**src/uart_frame_ring_with_length_queue_defines.svh**
```systemverilog
`ifndef UART_FRAME_RING_WITH_LENGTH_QUEUE_DEFINES_SVH
`define UART_FRAME_RING_WITH_LENGTH_QUEUE_DEFINES_SVH
// same-cycle implication, sampled on every rising edge out of reset
`define UFRLQ_ASSERT_IMPL(name, ante, cons, msg) \
  name: assert property (@(posedge clk) disable iff (rst) (ante) |-> (cons)) \
    else $error(msg);
// next-cycle implication, sampled on every rising edge out of reset
`define UFRLQ_ASSERT_NEXT(name, ante, cons, msg) \
  name: assert property (@(posedge clk) disable iff (rst) (ante) |=> (cons)) \
    else $error(msg);
`endif

```
**src/ufrlq_ram.sv**
```systemverilog
// ----------------------------------------------------------------------------
// ufrlq_ram
// generic single-write, single-read ram with registered read data
// ----------------------------------------------------------------------------
module ufrlq_ram #(
  parameter int WIDTH = 8,
  parameter int DEPTH = 256,
  localparam int AW = $clog2(DEPTH)
) (
  input  logic             clk,
  input  logic             we,
  input  logic [AW-1:0]    waddr,
  input  logic [WIDTH-1:0] wdata,
  input  logic             re,
  input  logic [AW-1:0]    raddr,
  output logic [WIDTH-1:0] rdata
);

  logic [WIDTH-1:0] mem [DEPTH];

  always_ff @(posedge clk) begin
    if (we) begin
      mem[waddr] <= wdata;
    end
    if (re) begin
      rdata <= mem[raddr];
    end
  end

endmodule

```
**config.mk**
```make
export PLATFORM = sky130hd
export DESIGN_NAME = ufrlq_ram
export DESIGN_NICKNAME = d
export VERILOG_FILES = /design/src/uart_frame_ring_with_length_queue_defines.svh /design/src/ufrlq_ram.sv
export SDC_FILE = /design/constraint.sdc
export NUM_CORES = 2
export LEC_CHECK = 0
export BUFFER_PORTS_ARGS = -buffer_cell sky130_fd_sc_hd__buf_2
export CAP_MARGIN = 20
export CORE_MARGIN = 5
export CORE_UTILIZATION = 65
export CTS_CLUSTER_DIAMETER = 80
export DETAILED_ROUTE_END_ITERATION = 16
export PLACE_DENSITY_LB_ADDON = 0.3
export SLEW_MARGIN = 20
export SYNTH_ARGS = -nofsm -noshare
export SYNTH_HDL_FRONTEND = slang
export SYNTH_SLANG_ARGS = --single-unit
```
**constraint.sdc**
```tcl
create_clock -name clk -period 3.65 [get_ports clk]
set_input_delay 0.5475 -clock clk [delete_from_list [all_inputs] [get_ports clk]]
set_output_delay 0.5475 -clock clk [all_outputs]
set_load 0.02 [all_outputs]
```
==> results.toml <==
[global_route]
grt_use_met2_pct = 49.56
busiest_layer = "met2"
grt_pass1_wl_um = 293800
grt_max_degree = 133
overflow = 0
antenna_found_initial = 7
use_met3_pct = 7.761
use_met1_pct = 42.82
grt_util_all_layers_pct = 31.30
grt_pass1_vias = 42020

[clock_tree]
cts_sinks = 2056
cts_setup_buffers = 0
insertion_delay_ps = 810
clock_path_buffers = 3
tritoncts = "done"
path_clk_slew_ps = 60
postCtsResizedCells = 0
cts_hold_repair.buffers = 0
htree_levels = 4
clockRootBuffer = "clkbuf_16"
numCtsBuffers = 193

[sta]
setup_viol = 0
finClkSkew_ps = 24.01
max-slew-margin-rel_pct = 27.48
period_needed_ps = 3108
worst_pin_slew_ps = 1088
report.final.slew_viol_count = 0
whs_ps = 73.04
hold_viol_final = 0
fin_crit_sh_pct = 85.16
fmax_mhz = 321.7
rsz0062_at_grt = "false"

[synthesis]
syn-mean-instance-area_um2 = 21.33
synth_area_um2 = 79640
ys_async_sr_fraction_pct = 0
yosys_warnings = 0
ys_types = 54
yosys.area.top_type = "edfxtp_1"
yosysMostFrequentCell = "edfxtp_1"
synth-seq-cells = 2056
ys.flop_type = "edfxtp_1"
synth_edf_count = 2056
synth_top_area_share_pct = 77.53
synth.area.top_cells = "edfxtp_1, mux4_2, mux2i_1"
yosysSeqAreaShare_pct = 77.53
syn-num-nets = 3760
synthTopCellsByCount = "edfxtp_1, mux4_2, nor2_1, mux2i_1, a22oi_1"
netlist_instances = 3733

[pwr]
power_frac_clock_pct = 40.6
p_comb_share_pct = 5.1
seqPwrFrac_pct = 54.3
p_int_mw = 37.79
switching_share_pct = 21.31
switchingPower_mw = 10.23
leakage_nw = 28.32
powerDensity_nw_per_um2 = 535.4
irDropWorstVdd_uv = 533.1

[place]
dp_hpwl_um = 119500
place_area_um2 = 83620
gp_congestion = 0.9581
placement.io_buffers = 34

[hold_path]
worstHoldPathType = "input port to flip-flop"

[drt]
vias_per_cell = 7.039
initialDrtViolationCount = 6528
wl_per_cell_um = 34.21
drc = 0
drt_first_pass_iters = 9
postRouteAntennaNets = 0
routed_wirelength_um = 200600
vias = 41280

[layout]
final_nets = 4103
final_layout_size_suffix_gt1_share_pct = 26.42
area_growth_pct = 12.62
post-route-util_pct = 73.69
fin_area_um2 = 89690

[floorplan]
core_area_um2 = 121700
initial_core_util_pct = 65.43
dieArea_um2 = 129600
ios = 35
die_h_um = 360.0
rows = 128
fp.dieW_um = 360.0

[critical_path]
crit_type = "input port to flip-flop"
worstSetupEndpointType = "flip-flop"
start_kind = "input port"
critPathRequiredTime_ps = 4190
worstPathArrival_ps = 3650
crit_fanout = 47

[flow_run]
drv_cap = 0

[outcome]
status = "completed"
-- flip-flops by register name, summed over array words and instances, names as in the netlist --
| name | cells |
|---|---|
| rdata | 8 |
| mem | 2048 |
-- area by class of cell --
type / instances / area [um^2]
Clock buffer: 244 / 5127
Antenna cell: 4 / 10.01
Timing Repair Buffer: 381 / 3356
Clock inverter: 111 / 934.6
Multi-Input combinational cell: 1442 / 16480
Fill cell: 6494 / 32030
Tap cell: 1625 / 2033
Inverter: 2 / 7.507
Sequential cell: 2056 / 61740
-- power by group through the flow --
stage	sequential, mW	clock (mW)	combinational [mW]
after detailed placement	26.6	0	2.40
final	26.1	19.5	2.47
after CTS	26.1	19.6	2.44
after global placement	26.6	0	2.35
after floorplan	26.6	0	1.26
after global routing	26.1	20.7	2.56
-- cell usage in the layout (no fill, tap or decap), types with 23 or more instances in the layout --
master     netlist  layout
a22oi_1        133     133
nor2b_1         31      28
buf_2           31      23
mux2i_1        134     134
nor4_1          24      23
buf_4           27     309
nor2_1         282     279
clkinv_2         0      31
clkbuf_1       111      46
o221ai_1        46      46
clkbuf_16        0     198
nand2_1         33      33
o22ai_1         28      28
mux4_2         454     454
clkinv_1         1      46
a21oi_1         96      96
nand3_1         34      34
buf_12           8      39
edfxtp_1      2056    2056
-- logic make-up after synthesis --
kind of cell | Yosys count | synth area share [%]
muxes | 591 | 14.60
and+or+nand+nor | 466 | 2.625
AOI/OAI and AO/OA | 385 | 3.416
DFF | 2056 | 77.53
buffers and inverters | 235 | 1.829
-- critical path, cell delays in order --
cell	delay, ps
buf_8	430
buf_12	260
buf_4	320
mux4_2	400
a22oi_1	390
a21oi_1	130
nor4_1	820
buf_4	240
nor4_2	40
-- metal layers --
| metal | vias to the layer above | wire (um) |
|---|---|---|
| met5 | - | 34 |
| met4 | 6 | 10370 |
| met3 | 556 | 24430 |
| met2 | 3105 | 97390 |
| met1 | 21250 | 68390 |
| li1 | 16370 | - |
-- worst paths after layout --
path / slack, ps / cells after the start / from / to
setup / recovery: 540 / 9 / raddr[1] / rdata[2]
hold / removal: 70 / 1 / wdata[2] / mem[85][2]
setup reg to reg: 690 / 7 / mem[210][3] / rdata[3]
hold reg to reg: 1140 / 5 / mem[102][7] / rdata[7]
-- per-stage QoR --
step | worst slack (ps) | instances | power (mW) | setup TNS (ps)
global route | 507.3 | 5861 | 49.33 | 0
finish | 541.7 | 5865 | 48.02 | 0
global placement | -138.4 | 5506 | 28.92 | -224.1
detailed placement | -147.2 | 5506 | 28.98 | -273.7
floorplan | 1026 | 3733 | 27.83 | 0
CTS | 668.5 | 5861 | 48.11 | 0
(Power assumes the default switching activity.)
